--- src/hw/rtl/mts_pkg.sv ---
// ----------------------------------------------------------------------------
// mts_pkg
// Types and constants shared by the markup tag scanner.
// ----------------------------------------------------------------------------
package mts_pkg;

    localparam int EVENT_BITS = 22;

    typedef enum logic [5:0] {
        S_TEXT, S_LT, S_LT_RAW, S_ELEM, S_ENDNAME, S_AFTER_ENDNAME, S_SLASHED,
        S_ATTRS, S_ATTR_NAME, S_EQ, S_ATTR_OR_EQ, S_BARE_VAL, S_SQ_OPEN,
        S_DQ_OPEN, S_SQ_BODY, S_DQ_BODY, S_VAL_DONE, S_BANG, S_BANG_OTHER,
        S_S_NAME, S_RAW_NAME, S_PROC, S_PROC_Q,
        S_DT1, S_DT2, S_DT3, S_DT4, S_DT5, S_DT6, S_DT7, S_DT8, S_DT9, S_DT10,
        S_CD1, S_CD2, S_CD3, S_CD4, S_CD5, S_CD6, S_CD7, S_CD8, S_CD9,
        S_DASH1, S_COMMENT, S_DASH2, S_ENDTAG_START
    } t_scan_state;

    typedef enum logic [0:0] {
        REG_XML_MODE  = 1'b0,
        REG_HTML_MODE = 1'b1
    } t_reg_index;

    localparam int EV_START_SCRIPT  = 0;
    localparam int EV_END_SCRIPT    = 1;
    localparam int EV_START_MARKUP  = 2;
    localparam int EV_END_MARKUP    = 3;
    localparam int EV_START_COMMENT = 4;
    localparam int EV_END_COMMENT   = 5;
    localparam int EV_START_DOCTYPE = 6;
    localparam int EV_END_DOCTYPE   = 7;
    localparam int EV_START_CDATA   = 8;
    localparam int EV_END_CDATA     = 9;
    localparam int EV_START_ELNAME  = 10;
    localparam int EV_END_ELNAME    = 11;
    localparam int EV_START_ATTNAME = 13;
    localparam int EV_END_ATTNAME   = 14;
    localparam int EV_START_VALUE   = 15;
    localparam int EV_END_VALUE     = 16;
    localparam int EV_END_TAG       = 19;
    localparam int EV_EMPTY_TAG     = 20;
    localparam int EV_NO_MORE_ATTS  = 21;

    localparam logic [1:0] CLS_OUT     = 2'd0;
    localparam logic [1:0] CLS_IN      = 2'd1;
    localparam logic [1:0] CLS_END     = 2'd2;
    localparam logic [1:0] CLS_END_NEW = 2'd3;

    // Character classes derived from one code point.
    typedef struct packed {
        logic       is_ascii;   // code below 0x100, low byte is the mark
        logic [7:0] low;
        logic       alpha;
        logic       alnum;
        logic       ws;
        logic       dt_ws;
        logic       punct;
    } t_char_info;

    // Expected letters of "DOCTYPE" after its "D" and of "CDATA[" after its "[".
    function automatic logic [7:0] dt_expect(input logic [2:0] i);
        case (i)
            3'd0: dt_expect = "O";
            3'd1: dt_expect = "C";
            3'd2: dt_expect = "T";
            3'd3: dt_expect = "Y";
            3'd4: dt_expect = "P";
            3'd5: dt_expect = "E";
            default: dt_expect = 8'd0;
        endcase
    endfunction

    function automatic logic [7:0] cd_expect(input logic [2:0] i);
        case (i)
            3'd0: cd_expect = "C";
            3'd1: cd_expect = "D";
            3'd2: cd_expect = "A";
            3'd3: cd_expect = "T";
            3'd4: cd_expect = "A";
            3'd5: cd_expect = "[";
            default: cd_expect = 8'd0;
        endcase
    endfunction

    // Rest of "script" (target 0) or "style" (target 1), lower case.
    function automatic logic [7:0] rest_lo(input logic t, input logic [2:0] i);
        logic [7:0] r;
        r = 8'd0;
        if (!t) begin
            case (i)
                3'd0: r = "r";
                3'd1: r = "i";
                3'd2: r = "p";
                3'd3: r = "t";
                default: r = 8'd0;
            endcase
        end else begin
            case (i)
                3'd0: r = "y";
                3'd1: r = "l";
                3'd2: r = "e";
                default: r = 8'd0;
            endcase
        end
        rest_lo = r;
    endfunction

endpackage

--- src/hw/rtl/mts_if.sv ---
// ----------------------------------------------------------------------------
// mts_in_if / mts_out_if / mts_cfg_if
// Valid/ready channels of the markup tag scanner.
// ----------------------------------------------------------------------------
interface mts_in_if #(parameter int CODE_BITS = 21);
    logic                 valid;
    logic                 ready;
    logic [CODE_BITS-1:0] char_code;
    modport source (output valid, output char_code, input ready);
    modport sink   (input valid, input char_code, output ready);
endinterface

interface mts_out_if;
    logic        valid;
    logic        ready;
    logic [1:0]  char_class;
    logic [21:0] event_mask;
    logic        raw_text_active;
    modport source (output valid, output char_class, output event_mask,
                    output raw_text_active, input ready);
    modport sink   (input valid, input char_class, input event_mask,
                    input raw_text_active, output ready);
endinterface

interface mts_cfg_if;
    logic        valid;
    logic        ready;
    logic [0:0]  index;
    logic [0:0]  data;
    modport source (output valid, output index, output data, input ready);
    modport sink   (input valid, input index, input data, output ready);
endinterface

--- src/hw/rtl/mts_next.sv ---
// ----------------------------------------------------------------------------
// mts_next
// Next-state, class and event logic for one character.
// ----------------------------------------------------------------------------
module mts_next #(
    parameter int CODE_BITS = 21
) (
    input  mts_pkg::t_scan_state             i_state,
    input  logic                             i_raw,
    input  logic [2:0]                       i_idx,
    input  logic                             i_tgt,
    input  logic                             i_xml,
    input  logic                             i_html,
    input  logic [CODE_BITS-1:0]             i_code,
    output mts_pkg::t_scan_state             o_state,
    output logic                             o_raw,
    output logic [2:0]                       o_idx,
    output logic                             o_tgt,
    output logic [1:0]                       o_cls,
    output logic [mts_pkg::EVENT_BITS-1:0]   o_ev
);
    import mts_pkg::*;

    t_char_info ci;
    logic [7:0] lo;

    always_comb begin
        lo = i_code[7:0];
        if (CODE_BITS > 8) ci.is_ascii = (i_code >> 8) == '0;
        else ci.is_ascii = 1'b1;
        ci.low   = lo;
        // letter ranges only below 0x100; bit 7 of the code counts as a letter
        ci.alpha = (ci.is_ascii && ((lo >= "A" && lo <= "Z") || (lo >= "a" && lo <= "z")))
                   || lo[7];
        ci.alnum = ci.alpha || (ci.is_ascii && lo >= "0" && lo <= "9");
        ci.ws    = ci.is_ascii && (lo == 8'hA0 || lo == " " || lo == 8'h09
                   || lo == 8'h0A || lo == 8'h0D);
        ci.dt_ws = ci.is_ascii && (lo == " " || lo == 8'h09 || lo == 8'h0A
                   || lo == 8'h0D);
        ci.punct = ci.is_ascii && (lo == "-" || lo == "_" || lo == ":" || lo == ".");
    end

    function automatic logic is_c(input t_char_info c, input logic [7:0] m);
        is_c = c.is_ascii && c.low == m;
    endfunction

    logic [EVENT_BITS-1:0] ev;
    logic [EVENT_BITS-1:0] e_el;
    t_scan_state st, st_el;
    logic [1:0]  cls, cls_el;
    logic        raw, raw_el;
    logic [2:0]  idx, idx_el;
    logic        tgt;
    logic [7:0]  want;
    logic [7:0]  rl;
    logic [2:0]  last;
    logic        q_open;
    logic [7:0]  q;

    // Element-name character handling; uses raw/idx as given on entry.
    task automatic elem_char(input logic r_in, input logic [2:0] i_in,
                             output t_scan_state s_o, output logic [1:0] c_o,
                             output logic [EVENT_BITS-1:0] e_o,
                             output logic r_o, output logic [2:0] i_o);
        logic part;
        part = (i_in != 3'd0) && r_in;
        s_o = S_ELEM; c_o = CLS_IN; e_o = '0; r_o = r_in; i_o = i_in;
        if (is_c(ci, "<")) begin
            s_o = S_LT; c_o = CLS_END_NEW;
            e_o[EV_END_ELNAME] = 1'b1; e_o[EV_NO_MORE_ATTS] = 1'b1;
            e_o[EV_START_MARKUP] = 1'b1;
        end else if (is_c(ci, ">")) begin
            s_o = S_TEXT; c_o = CLS_END;
            e_o[EV_END_ELNAME] = 1'b1; e_o[EV_NO_MORE_ATTS] = 1'b1;
        end else if (ci.punct) begin
            if (part) begin r_o = 1'b0; i_o = 3'd0; end
        end else if (ci.ws) begin
            s_o = S_ATTRS; e_o[EV_END_ELNAME] = 1'b1;
        end else if (is_c(ci, "/")) begin
            s_o = S_SLASHED;
            e_o[EV_END_ELNAME] = 1'b1; e_o[EV_EMPTY_TAG] = 1'b1;
            e_o[EV_NO_MORE_ATTS] = 1'b1;
        end else begin
            if (part) begin r_o = 1'b0; i_o = 3'd0; end
            if (!ci.alnum) begin s_o = S_TEXT; c_o = CLS_OUT; end
        end
    endtask

    always_comb begin
        st = i_state; cls = CLS_IN; ev = '0;
        raw = i_raw; idx = i_idx; tgt = i_tgt;
        want = 8'd0; rl = 8'd0; last = 3'd0; q_open = 1'b0; q = 8'd0;
        st_el = S_ELEM; cls_el = CLS_IN; e_el = '0; raw_el = i_raw; idx_el = i_idx;
        case (i_state)
            S_DT1, S_DT2, S_DT3, S_DT4, S_DT5, S_DT6,
            S_CD1, S_CD2, S_CD3, S_CD4, S_CD5, S_CD6: begin
                if (i_state >= S_CD1) want = cd_expect(3'(i_state - S_CD1));
                else want = dt_expect(3'(i_state - S_DT1));
                if (is_c(ci, "<")) begin
                    st = S_LT; cls = CLS_END_NEW; ev[EV_START_MARKUP] = 1'b1;
                end else if (is_c(ci, ">")) begin
                    st = S_TEXT; cls = CLS_END;
                end else if (is_c(ci, want)) begin
                    st = t_scan_state'(i_state + 6'd1);
                    if (i_state == S_CD6) ev[EV_START_CDATA] = 1'b1;
                end else st = S_BANG;
            end
            S_LT: begin
                if (is_c(ci, ">")) begin st = S_TEXT; cls = CLS_OUT; end
                else if (is_c(ci, "!")) st = S_BANG;
                else if (is_c(ci, "?")) begin st = S_PROC; ev[EV_START_SCRIPT] = 1'b1; end
                else if (is_c(ci, "/")) begin st = S_ENDTAG_START; ev[EV_END_TAG] = 1'b1; end
                else if (ci.ws) st = S_LT;
                else if ((is_c(ci, "s") || is_c(ci, "S")) && i_html && !i_xml) begin
                    st = S_S_NAME; ev[EV_START_ELNAME] = 1'b1;
                end else if (ci.alpha) begin
                    st = S_ELEM; ev[EV_START_ELNAME] = 1'b1;
                end else begin st = S_TEXT; cls = CLS_OUT; end
            end
            S_LT_RAW: begin
                if (is_c(ci, "/")) begin
                    raw = 1'b0; st = S_ENDTAG_START; ev[EV_START_MARKUP] = 1'b1;
                end else begin st = S_TEXT; cls = CLS_OUT; end
            end
            S_ELEM: begin
                elem_char(i_raw, i_idx, st, cls, ev, raw, idx);
            end
            S_S_NAME: begin
                elem_char(i_raw, i_idx, st_el, cls, ev, raw, idx);
                if (is_c(ci, "c") || is_c(ci, "C") || is_c(ci, "t") || is_c(ci, "T")) begin
                    tgt = is_c(ci, "t") || is_c(ci, "T");
                    st = S_RAW_NAME;
                end else st = st_el;
            end
            S_RAW_NAME: begin
                last = i_tgt ? 3'd2 : 3'd3;
                rl = rest_lo(i_tgt, i_idx);
                if (i_idx <= last && ci.is_ascii && rl != 8'd0
                    && (ci.low == rl || ci.low == (rl - 8'h20))) begin
                    if (i_idx == last) begin raw_el = 1'b1; idx_el = 3'd0; end
                    else idx_el = i_idx + 3'd1;
                    elem_char(raw_el, idx_el, st_el, cls_el, e_el, raw, idx);
                    st = S_RAW_NAME; cls = cls_el; ev = e_el;
                end else begin
                    elem_char(i_raw, 3'd0, st_el, cls, ev, raw, idx);
                    // name letters and punctuation keep the raw-name state
                    st = (st_el == S_ELEM) ? S_RAW_NAME : st_el;
                end
            end
            S_ENDNAME: begin
                if (is_c(ci, "<")) begin
                    st = S_LT; cls = CLS_END_NEW; ev[EV_START_MARKUP] = 1'b1;
                    ev[EV_END_ELNAME] = 1'b1; ev[EV_NO_MORE_ATTS] = 1'b1;
                end else if (is_c(ci, ">")) begin
                    st = S_TEXT; cls = CLS_END;
                    ev[EV_END_ELNAME] = 1'b1; ev[EV_NO_MORE_ATTS] = 1'b1;
                end else if (ci.punct || ci.alnum) st = S_ENDNAME;
                else if (ci.ws) begin st = S_AFTER_ENDNAME; ev[EV_END_ELNAME] = 1'b1; end
                else begin st = S_TEXT; cls = CLS_OUT; end
            end
            S_AFTER_ENDNAME, S_ENDTAG_START: begin
                if (is_c(ci, "<")) begin
                    st = S_LT; cls = CLS_END_NEW;
                    ev[EV_START_MARKUP] = 1'b1; ev[EV_NO_MORE_ATTS] = 1'b1;
                end else if (is_c(ci, ">")) begin
                    st = S_TEXT; cls = CLS_END; ev[EV_NO_MORE_ATTS] = 1'b1;
                end else if (ci.ws) st = i_state;
                else if (i_state == S_ENDTAG_START && ci.alpha) begin
                    st = S_ENDNAME; ev[EV_START_ELNAME] = 1'b1;
                end else begin st = S_TEXT; cls = CLS_OUT; end
            end
            S_SLASHED: begin
                if (is_c(ci, "<")) begin
                    st = S_LT; cls = CLS_END_NEW; ev[EV_START_MARKUP] = 1'b1;
                end else if (is_c(ci, ">")) begin st = S_TEXT; cls = CLS_END; end
                else if (!ci.ws) begin st = S_TEXT; cls = CLS_OUT; end
            end
            S_ATTRS, S_ATTR_OR_EQ: begin
                if (is_c(ci, "<")) begin
                    st = S_LT; cls = CLS_END_NEW;
                    ev[EV_START_MARKUP] = 1'b1; ev[EV_NO_MORE_ATTS] = 1'b1;
                end else if (is_c(ci, ">")) begin
                    st = S_TEXT; cls = CLS_END; ev[EV_NO_MORE_ATTS] = 1'b1;
                end else if (ci.ws) st = i_state;
                else if (is_c(ci, "/")) begin
                    st = S_SLASHED; ev[EV_EMPTY_TAG] = 1'b1; ev[EV_NO_MORE_ATTS] = 1'b1;
                end else if (i_state == S_ATTR_OR_EQ && is_c(ci, "=")) st = S_EQ;
                else if (i_state == S_ATTR_OR_EQ && ci.punct) begin
                    st = S_TEXT; cls = CLS_OUT;
                end else if (ci.alpha) begin
                    st = S_ATTR_NAME; ev[EV_START_ATTNAME] = 1'b1;
                end else begin st = S_TEXT; cls = CLS_OUT; end
            end
            S_ATTR_NAME: begin
                if (is_c(ci, "<")) begin
                    st = S_LT; cls = CLS_END_NEW; ev[EV_START_MARKUP] = 1'b1;
                    ev[EV_END_ATTNAME] = 1'b1; ev[EV_NO_MORE_ATTS] = 1'b1;
                end else if (is_c(ci, ">")) begin
                    st = S_TEXT; cls = CLS_END;
                    ev[EV_END_ATTNAME] = 1'b1; ev[EV_NO_MORE_ATTS] = 1'b1;
                end else if (ci.punct || ci.alnum) st = S_ATTR_NAME;
                else if (ci.ws) begin st = S_ATTR_OR_EQ; ev[EV_END_ATTNAME] = 1'b1; end
                else if (is_c(ci, "/")) begin
                    st = S_SLASHED; ev[EV_END_ATTNAME] = 1'b1; ev[EV_EMPTY_TAG] = 1'b1;
                end else if (is_c(ci, "=")) begin st = S_EQ; ev[EV_END_ATTNAME] = 1'b1; end
                else begin st = S_TEXT; cls = CLS_OUT; end
            end
            S_EQ: begin
                if (ci.ws) st = S_EQ;
                else if (is_c(ci, "'")) st = S_SQ_OPEN;
                else if (is_c(ci, "\"")) st = S_DQ_OPEN;
                else if (ci.alnum) begin st = S_BARE_VAL; ev[EV_START_VALUE] = 1'b1; end
                else begin st = S_TEXT; cls = CLS_OUT; end
            end
            S_BARE_VAL: begin
                if (is_c(ci, "<")) begin
                    st = S_LT; cls = CLS_END_NEW; ev[EV_START_MARKUP] = 1'b1;
                    ev[EV_END_VALUE] = 1'b1; ev[EV_NO_MORE_ATTS] = 1'b1;
                end else if (is_c(ci, ">")) begin
                    st = S_TEXT; cls = CLS_END;
                    ev[EV_END_VALUE] = 1'b1; ev[EV_NO_MORE_ATTS] = 1'b1;
                end else if (ci.ws) begin st = S_ATTRS; ev[EV_END_VALUE] = 1'b1; end
                else if (!ci.alnum) begin st = S_TEXT; cls = CLS_OUT; end
            end
            S_SQ_OPEN, S_DQ_OPEN, S_SQ_BODY, S_DQ_BODY: begin
                q = (i_state == S_SQ_OPEN || i_state == S_SQ_BODY) ? "'" : "\"";
                q_open = (i_state == S_SQ_OPEN || i_state == S_DQ_OPEN);
                ev[EV_START_VALUE] = q_open;
                if (is_c(ci, q)) begin st = S_VAL_DONE; ev[EV_END_VALUE] = 1'b1; end
                else if (i_state == S_SQ_OPEN) st = S_SQ_BODY;
                else if (i_state == S_DQ_OPEN) st = S_DQ_BODY;
            end
            S_VAL_DONE: begin
                if (is_c(ci, "<")) begin
                    st = S_LT; cls = CLS_END_NEW;
                    ev[EV_START_MARKUP] = 1'b1; ev[EV_NO_MORE_ATTS] = 1'b1;
                end else if (is_c(ci, ">")) begin
                    st = S_TEXT; cls = CLS_END; ev[EV_NO_MORE_ATTS] = 1'b1;
                end else if (ci.ws) st = S_ATTRS;
                else if (is_c(ci, "/")) begin
                    st = S_SLASHED; ev[EV_EMPTY_TAG] = 1'b1; ev[EV_NO_MORE_ATTS] = 1'b1;
                end else begin st = S_TEXT; cls = CLS_OUT; end
            end
            S_BANG, S_BANG_OTHER: begin
                if (is_c(ci, "<")) begin
                    st = S_LT; cls = CLS_END_NEW;
                    ev[EV_START_MARKUP] = 1'b1; ev[EV_END_MARKUP] = 1'b1;
                end else if (is_c(ci, ">")) begin
                    st = S_TEXT; cls = CLS_END; ev[EV_END_MARKUP] = 1'b1;
                end else if (i_state == S_BANG_OTHER) st = S_BANG_OTHER;
                else if (is_c(ci, "-")) st = S_DASH1;
                else if (is_c(ci, "[")) st = S_CD1;
                else if (is_c(ci, "D")) st = S_DT1;
                else st = S_BANG_OTHER;
            end
            S_PROC: begin
                if (i_xml) begin
                    if (is_c(ci, "?")) st = S_PROC_Q;
                end else if (is_c(ci, ">")) begin
                    st = S_TEXT; cls = CLS_END; ev[EV_END_SCRIPT] = 1'b1;
                end
            end
            S_PROC_Q: begin
                if (is_c(ci, ">")) begin
                    st = S_TEXT; cls = CLS_END; ev[EV_END_SCRIPT] = 1'b1;
                end else if (!is_c(ci, "?")) st = S_PROC;
            end
            S_DT7, S_DT8, S_DT10: begin
                if (is_c(ci, "<")) begin
                    st = S_LT; cls = CLS_END_NEW; ev[EV_START_MARKUP] = 1'b1;
                end else if (is_c(ci, ">")) begin
                    st = S_TEXT; cls = CLS_END; ev[EV_END_DOCTYPE] = 1'b1;
                end else if (i_state == S_DT7) begin
                    if (ci.dt_ws) begin st = S_DT8; ev[EV_START_DOCTYPE] = 1'b1; end
                    else st = S_BANG_OTHER;
                end else if (i_state == S_DT8) begin
                    if (is_c(ci, "[")) st = S_DT9;
                end else if (!ci.dt_ws) st = S_BANG;
            end
            S_DT9: if (is_c(ci, "]")) st = S_DT10;
            S_CD7: if (is_c(ci, "]")) st = S_CD8;
            S_CD8: st = is_c(ci, "]") ? S_CD9 : S_CD7;
            S_CD9: begin
                if (is_c(ci, ">")) begin
                    st = S_TEXT; cls = CLS_END; ev[EV_END_CDATA] = 1'b1;
                end else st = S_CD7;
            end
            S_DASH1: begin
                if (is_c(ci, "<")) begin
                    st = S_LT; cls = CLS_OUT; ev[EV_START_MARKUP] = 1'b1;
                end else if (is_c(ci, ">")) begin st = S_TEXT; cls = CLS_OUT; end
                else if (is_c(ci, "-")) begin st = S_COMMENT; ev[EV_START_COMMENT] = 1'b1; end
                else st = S_BANG_OTHER;
            end
            S_COMMENT: if (is_c(ci, "-")) st = S_DASH2;
            S_DASH2: begin
                if (is_c(ci, "-")) begin st = S_BANG; ev[EV_END_COMMENT] = 1'b1; end
                else st = S_COMMENT;
            end
            default: begin
                // text state and unused codes
                if (!is_c(ci, "<")) begin st = S_TEXT; cls = CLS_OUT; end
                else if (i_raw) st = S_LT_RAW;
                else begin st = S_LT; ev[EV_START_MARKUP] = 1'b1; end
            end
        endcase
        o_state = st; o_cls = cls; o_ev = ev;
        o_raw = raw; o_idx = idx; o_tgt = tgt;
    end
endmodule

--- src/hw/rtl/markup_tag_scanner_core.sv ---
// ----------------------------------------------------------------------------
// markup_tag_scanner_core
// Character-by-character markup tag scanner with registered result.
// ----------------------------------------------------------------------------
// channel   dir  payload
// in        in   char_code
// out       out  char_class, event_mask, raw_text_active
// cfg       in   index (0 xml_mode, 1 html_mode), data
//
// One character per cycle unless the output stalls; the scan state and the
// result register both load at the edge a word is accepted, so the result is
// offered in the next cycle. Input is taken whenever the output register is
// empty or being drained. Reset returns to the text state with both modes off.
// ----------------------------------------------------------------------------
module markup_tag_scanner_core #(
    parameter int CODE_BITS = 21
) (
    input  logic     i_clk,
    input  logic     i_rst_n,
    mts_in_if.sink   i_in,
    mts_out_if.source o_out,
    mts_cfg_if.sink  i_cfg
);
    import mts_pkg::*;

    t_scan_state           r_state, n_state;
    logic                  r_raw, n_raw;
    logic [2:0]            r_idx, n_idx;
    logic                  r_tgt, n_tgt;
    logic                  r_xml, r_html;
    logic                  r_ovalid;
    logic [1:0]            r_cls, n_cls;
    logic [EVENT_BITS-1:0] r_ev, n_ev;
    logic                  r_oraw;
    logic                  in_acc;

    assign i_in.ready  = !r_ovalid || o_out.ready;
    assign i_cfg.ready = 1'b1;
    assign in_acc      = i_in.valid && i_in.ready;

    mts_next #(.CODE_BITS(CODE_BITS)) u_next (
        .i_state(r_state), .i_raw(r_raw), .i_idx(r_idx), .i_tgt(r_tgt),
        .i_xml(r_xml), .i_html(r_html), .i_code(i_in.char_code),
        .o_state(n_state), .o_raw(n_raw), .o_idx(n_idx), .o_tgt(n_tgt),
        .o_cls(n_cls), .o_ev(n_ev)
    );

    always_ff @(posedge i_clk) begin
        if (!i_rst_n) begin
            r_state  <= S_TEXT;
            r_raw    <= 1'b0;
            r_idx    <= 3'd0;
            r_tgt    <= 1'b0;
            r_xml    <= 1'b0;
            r_html   <= 1'b0;
            r_ovalid <= 1'b0;
        end else begin
            if (i_cfg.valid) begin
                case (i_cfg.index)
                    REG_XML_MODE:  r_xml  <= i_cfg.data[0];
                    REG_HTML_MODE: r_html <= i_cfg.data[0];
                    default: ;
                endcase
            end
            if (in_acc) begin
                r_state  <= n_state;
                r_raw    <= n_raw;
                r_idx    <= n_idx;
                r_tgt    <= n_tgt;
                r_ovalid <= 1'b1;
            end else if (o_out.ready) begin
                r_ovalid <= 1'b0;
            end
        end
    end

    // result payload, no reset
    always_ff @(posedge i_clk) begin
        if (in_acc) begin
            r_cls  <= n_cls;
            r_ev   <= n_ev;
            r_oraw <= n_raw;
        end
    end

    assign o_out.valid           = r_ovalid;
    assign o_out.char_class      = r_cls;
    assign o_out.event_mask      = r_ev;
    assign o_out.raw_text_active = r_oraw;

    a_hold: assert property (@(posedge i_clk) disable iff (!i_rst_n)
        r_ovalid && !o_out.ready |=> r_ovalid && $stable(r_ev) && $stable(r_cls))
        else $error("result changed while stalled");
    a_raw: assert property (@(posedge i_clk) disable iff (!i_rst_n)
        r_ovalid |-> r_oraw == r_raw)
        else $error("raw flag out of step with state");
    a_never: assert property (@(posedge i_clk) disable iff (!i_rst_n)
        r_ovalid |-> !r_ev[12] && !r_ev[17] && !r_ev[18])
        else $error("reserved event bit set");
    a_idx: assert property (@(posedge i_clk) disable iff (!i_rst_n)
        r_idx <= 3'd3)
        else $error("name match index out of range");
endmodule

--- src/flat_wrapper.sv ---
// flat-port wrapper written by rule: the top's interface ports become plain ports
module markup_tag_scanner_core_flat import mts_pkg::*;
#(
    parameter int CODE_BITS = 21
)
  (i_clk, i_rst_n, i_in_valid, i_in_char_code, i_in_ready, o_out_valid, o_out_char_class, o_out_event_mask, o_out_raw_text_active, o_out_ready, i_cfg_valid, i_cfg_index, i_cfg_data, i_cfg_ready);
  mts_in_if #(.CODE_BITS(CODE_BITS)) i_in_i ();
  mts_out_if o_out_i ();
  mts_cfg_if i_cfg_i ();
  input  logic i_clk;
  input  logic i_rst_n;
  input wire logic [$bits(i_in_i.valid)-1:0] i_in_valid;
  input wire logic [$bits(i_in_i.char_code)-1:0] i_in_char_code;
  output wire logic [$bits(i_in_i.ready)-1:0] i_in_ready;
  output wire logic [$bits(o_out_i.valid)-1:0] o_out_valid;
  output wire logic [$bits(o_out_i.char_class)-1:0] o_out_char_class;
  output wire logic [$bits(o_out_i.event_mask)-1:0] o_out_event_mask;
  output wire logic [$bits(o_out_i.raw_text_active)-1:0] o_out_raw_text_active;
  input wire logic [$bits(o_out_i.ready)-1:0] o_out_ready;
  input wire logic [$bits(i_cfg_i.valid)-1:0] i_cfg_valid;
  input wire logic [$bits(i_cfg_i.index)-1:0] i_cfg_index;
  input wire logic [$bits(i_cfg_i.data)-1:0] i_cfg_data;
  output wire logic [$bits(i_cfg_i.ready)-1:0] i_cfg_ready;
  assign i_in_i.valid = i_in_valid;
  assign i_in_i.char_code = i_in_char_code;
  assign i_in_ready = i_in_i.ready;
  assign o_out_valid = o_out_i.valid;
  assign o_out_char_class = o_out_i.char_class;
  assign o_out_event_mask = o_out_i.event_mask;
  assign o_out_raw_text_active = o_out_i.raw_text_active;
  assign o_out_i.ready = o_out_ready;
  assign i_cfg_i.valid = i_cfg_valid;
  assign i_cfg_i.index = i_cfg_index;
  assign i_cfg_i.data = i_cfg_data;
  assign i_cfg_ready = i_cfg_i.ready;
  markup_tag_scanner_core #(.CODE_BITS(CODE_BITS)) u_core (.i_clk(i_clk), .i_rst_n(i_rst_n), .i_in(i_in_i), .o_out(o_out_i), .i_cfg(i_cfg_i));
endmodule
--- config.mk ---
export PLATFORM = sky130hd
export DESIGN_NAME = markup_tag_scanner_core_flat
export DESIGN_NICKNAME = d
export VERILOG_FILES = /design/src/hw/rtl/mts_pkg.sv /design/src/hw/rtl/mts_if.sv /design/src/hw/rtl/mts_next.sv /design/src/hw/rtl/markup_tag_scanner_core.sv /design/src/flat_wrapper.sv
export SDC_FILE = /design/constraint.sdc
export NUM_CORES = 1
export LEC_CHECK = 0
export BUFFER_PORTS_ARGS = -buffer_cell sky130_fd_sc_hd__clkbuf_2
export CAP_MARGIN = 20
export CELL_PAD_IN_SITES_DETAIL_PLACEMENT = 0
export CELL_PAD_IN_SITES_GLOBAL_PLACEMENT = 2
export CORE_ASPECT_RATIO = 1.75
export CORE_MARGIN = 2
export CORE_UTILIZATION = 34
export CTS_CLUSTER_DIAMETER = 60
export DETAILED_ROUTE_END_ITERATION = 16
export PLACE_DENSITY_LB_ADDON = 0.1
export SLEW_MARGIN = 20
export SYNTH_ARGS = -nofsm -noshare
export SYNTH_HDL_FRONTEND = slang
export SYNTH_SLANG_ARGS = --single-unit
--- constraint.sdc ---
create_clock -name i_clk -period 3.7 [get_ports i_clk]
set_input_delay 0.74 -clock i_clk [delete_from_list [all_inputs] [get_ports i_clk]]
set_output_delay 0.74 -clock i_clk [all_outputs]
set_load 0.01 [all_outputs]
==> results.toml <==
[yosys]
synthTopCellsByArea = "edfxtp_1 (15%), dfxtp_1 (6.2%), nand2_1 (5.1%)"
yosys_most_used_dff = "edfxtp_1"
synthAdderAreaFrac_pct = 3.61
yosysTopAreaCell = "edfxtp_1"
synth-xor-area-share_pct = 2.92
synth_edf_count = 22
ys_seq_elements = 36
synth_compound_area_share_pct = 24.8
synth_area_per_cell_sq_um = 7.38
syn_area_sq_mm = 0.00450
syn_inst = 610
synth.top_cell.area_share_pct = 14.7
yosysMostFrequentCell = "nand2_1"
synth-simple-area-share_pct = 37.3
synth_top_family_by_area = "simple AND/OR/NAND/NOR gates"
synth-async-reset-ratio_pct = 0
ys_warn_count = 0
yosysSeqAreaShare_pct = 20.9
muxShareOfSynthArea_pct = 3.14
yosysUniqueCellTypes = 80
synthTopCellsByCount = "nand2_1 (61), nor2_1 (45), clkbuf_1 (36), nand3_1 (34), o21ai_0 (34)"

[clocking]
clk_latency_ps = 290
htree_num_levels = 2
post-cts-setup-buffer-count = 0
clockRootBuffer = "clkbuf_16"
ctsHoldBuffers = 0
cts_tree = "built"
cts.sinks = 36
ctsResizeCount = 0
clk_pin_slew_ps = 60
clockBufferDepth = 2
cts_buffers = 5

[worst_setup_path]
critPathKind = "reg2reg"
crit_fanout = 10
end_kind = "register"
crit_required_ps = 3800
worstPathArrival_ps = 3550
startpoint_type = "register"

[route]
vias_per_cell = 6.25
drtIter0Drc = 447
route.detailed.drc = 0
ant_nets = 0
via_count = 5399
drt-total-wl_um = 22000
drt_pass1_iterations = 5
drt-wirelength-per-cell_um = 25.5

[timing]
setup_viol = 0
worst_pin_slew_ps = 801
hold_viol_final = 0
rsz0062_at_grt = "no"
slew_headroom_pct = 46.1
maxSlewViolCount = 0
max_freq_ghz = 0.290
period_needed_ps = 3450
fin_crit_sh_pct = 93.2
finalSetupTns_ps = 0
skew_ps = 16.3

[run_status]
status = "complete, no violations"

[power_and_ir_drop]
power_frac_seq_pct = 36.1
vdd_drop_max_mv = 0.173
power.switching_mw = 0.375
swShare_pct = 30.3
pwr-share-comb_pct = 23.0
powerDensity_mw_per_mm2 = 226
internal_power_mw = 0.865
pwr-share-clk_pct = 40.9
leakagePower_nw = 2.12

[placed_design]
portBuffers = 51
place_area_sq_mm = 0.00532
gp_congestion = 1.00
dpl.hpwl_um = 17900

[global_routing]
grtUsageTotal_pct = 30.7
antenna_found_initial = 0
grt_pass1_wl_um = 32500
grt_max_degree = 36
gr-total-overflow = 0
grt_pass1_vias = 5370

[finish]
antenna-diode-count = 0
finalInstanceArea_sq_mm = 0.00549
syn_to_final_growth_pct = 21.8
layout.nets = 733
final_util_pct = 42.4
drive_above_1_share_pct = 22.9

[die]
io_pins = 56
die_w_um = 91.0
die_h_um = 156
initial_utilization_pct = 34.8
dieArea_sq_mm = 0.0142
row_count = 55
core-area_sq_mm = 0.0129

[min_path]
hp-class = "reg2reg"

[flow_run]
max_cap_violations = 0
## routing by layer
metal | global-route usage [%] | part of all wire [%]
met1 | 31.7 | 36
met2 | 55.7 | 51
met3 | 3.47 | 4.1
met4 | 23.9 | 9.0
met5 | 0 | 0
## final timing paths
check	depth (start not counted)	slack, ps	end	startpoint
min	2	520	u_core.r_html	u_core.r_html
max reg2reg	12	250	u_core.o_out.char_class[0]	u_core.r_state[1]
max	12	250	u_core.o_out.char_class[0]	u_core.r_state[1]
min reg2reg	2	520	u_core.r_html	u_core.r_html
## layout make-up
cell class / instances / area [sq um]
Clock buffer: 5 / 125
Clock inverter: 3 / 42.5
Fill cell: 1396 / 7450
Inverter: 19 / 71.3
Multi-Input combinational cell: 503 / 3250
Sequential cell: 36 / 941
Tap cell: 171 / 214
Timing Repair Buffer: 127 / 838
## per-stage QoR
step / power [mW] / hold WS, ps / worst slack, ps / instances
final: 1.24 / 523 / 250 / 864
after CTS: 1.24 / 513 / 253 / 864
after global routing: 1.28 / 529 / 111 / 864
after detailed placement: 0.738 / 503 / 128 / 856
after global placement: 0.735 / 492 / 145 / 856
after floorplan: 0.619 / 431 / 569 / 612
## kinds of logic (layout without fill, tap and decap cells)
family / after synthesis / after routing
simple gates: 296 / 296
xor+xnor: 15 / 15
buf+inv: 73 / 154
flops: 36 / 36
compound gates: 161 / 161
mux: 14 / 14
other cells: 2 / 4
fa+ha+maj: 13 / 13
## worst max-delay path, stage by stage, from the launching register on
cell,delay (ps)
dfxtp_1,530
inv_1,160
ha_1,240
buf_4,180
inv_1,80
nor4_1,50
buf_4,180
or3_1,410
nor4b_1,560
and3_1,390
a21oi_1,60
and4_1,190
a32oi_1,230
## registers in the layout, indices dropped and copies added (netlist names)
register,flops
u_core.o_out.raw_text_active,1
u_core.o_out.valid,1
u_core.o_out.event_mask,19
u_core.r_state,6
u_core.r_xml,1
u_core.o_out.char_class,2
u_core.r_raw,1
u_core.r_html,1
u_core.r_tgt,1
u_core.r_idx,3
## placed cells by master, fill, tap and decap left out, types with 9 or more instances in the layout
cell type | synthesis | layout
a21oi_1 | 30 | 30
a31oi_1 | 13 | 13
and3_1 | 13 | 13
buf_4 | 6 | 75
clkbuf_2 | 0 | 51
dfxtp_1 | 14 | 14
edfxtp_1 | 22 | 22
ha_1 | 13 | 13
inv_1 | 17 | 17
mux2i_1 | 13 | 13
nand2_1 | 61 | 61
nand2b_1 | 15 | 15
nand3_1 | 34 | 34
nand4_1 | 13 | 13
nor2_1 | 45 | 45
nor2b_1 | 9 | 9
nor3_1 | 24 | 24
nor4_1 | 13 | 13
o21ai_0 | 34 | 34
o22ai_1 | 9 | 9
or3_1 | 13 | 13
xor2_1 | 9 | 9
## power groups by stage
stage | Clock (mW) | Sequential (mW) | Combinational (mW)
2_1_floorplan | 0 | 0.463 | 0.156
3_3_place_gp | 0 | 0.456 | 0.279
3_5_place_dp | 0 | 0.457 | 0.281
4_1_cts | 0.514 | 0.448 | 0.282
5_1_grt | 0.523 | 0.450 | 0.305
6_report | 0.507 | 0.448 | 0.285
No activity file was read; power rests on OpenSTA's default activity.
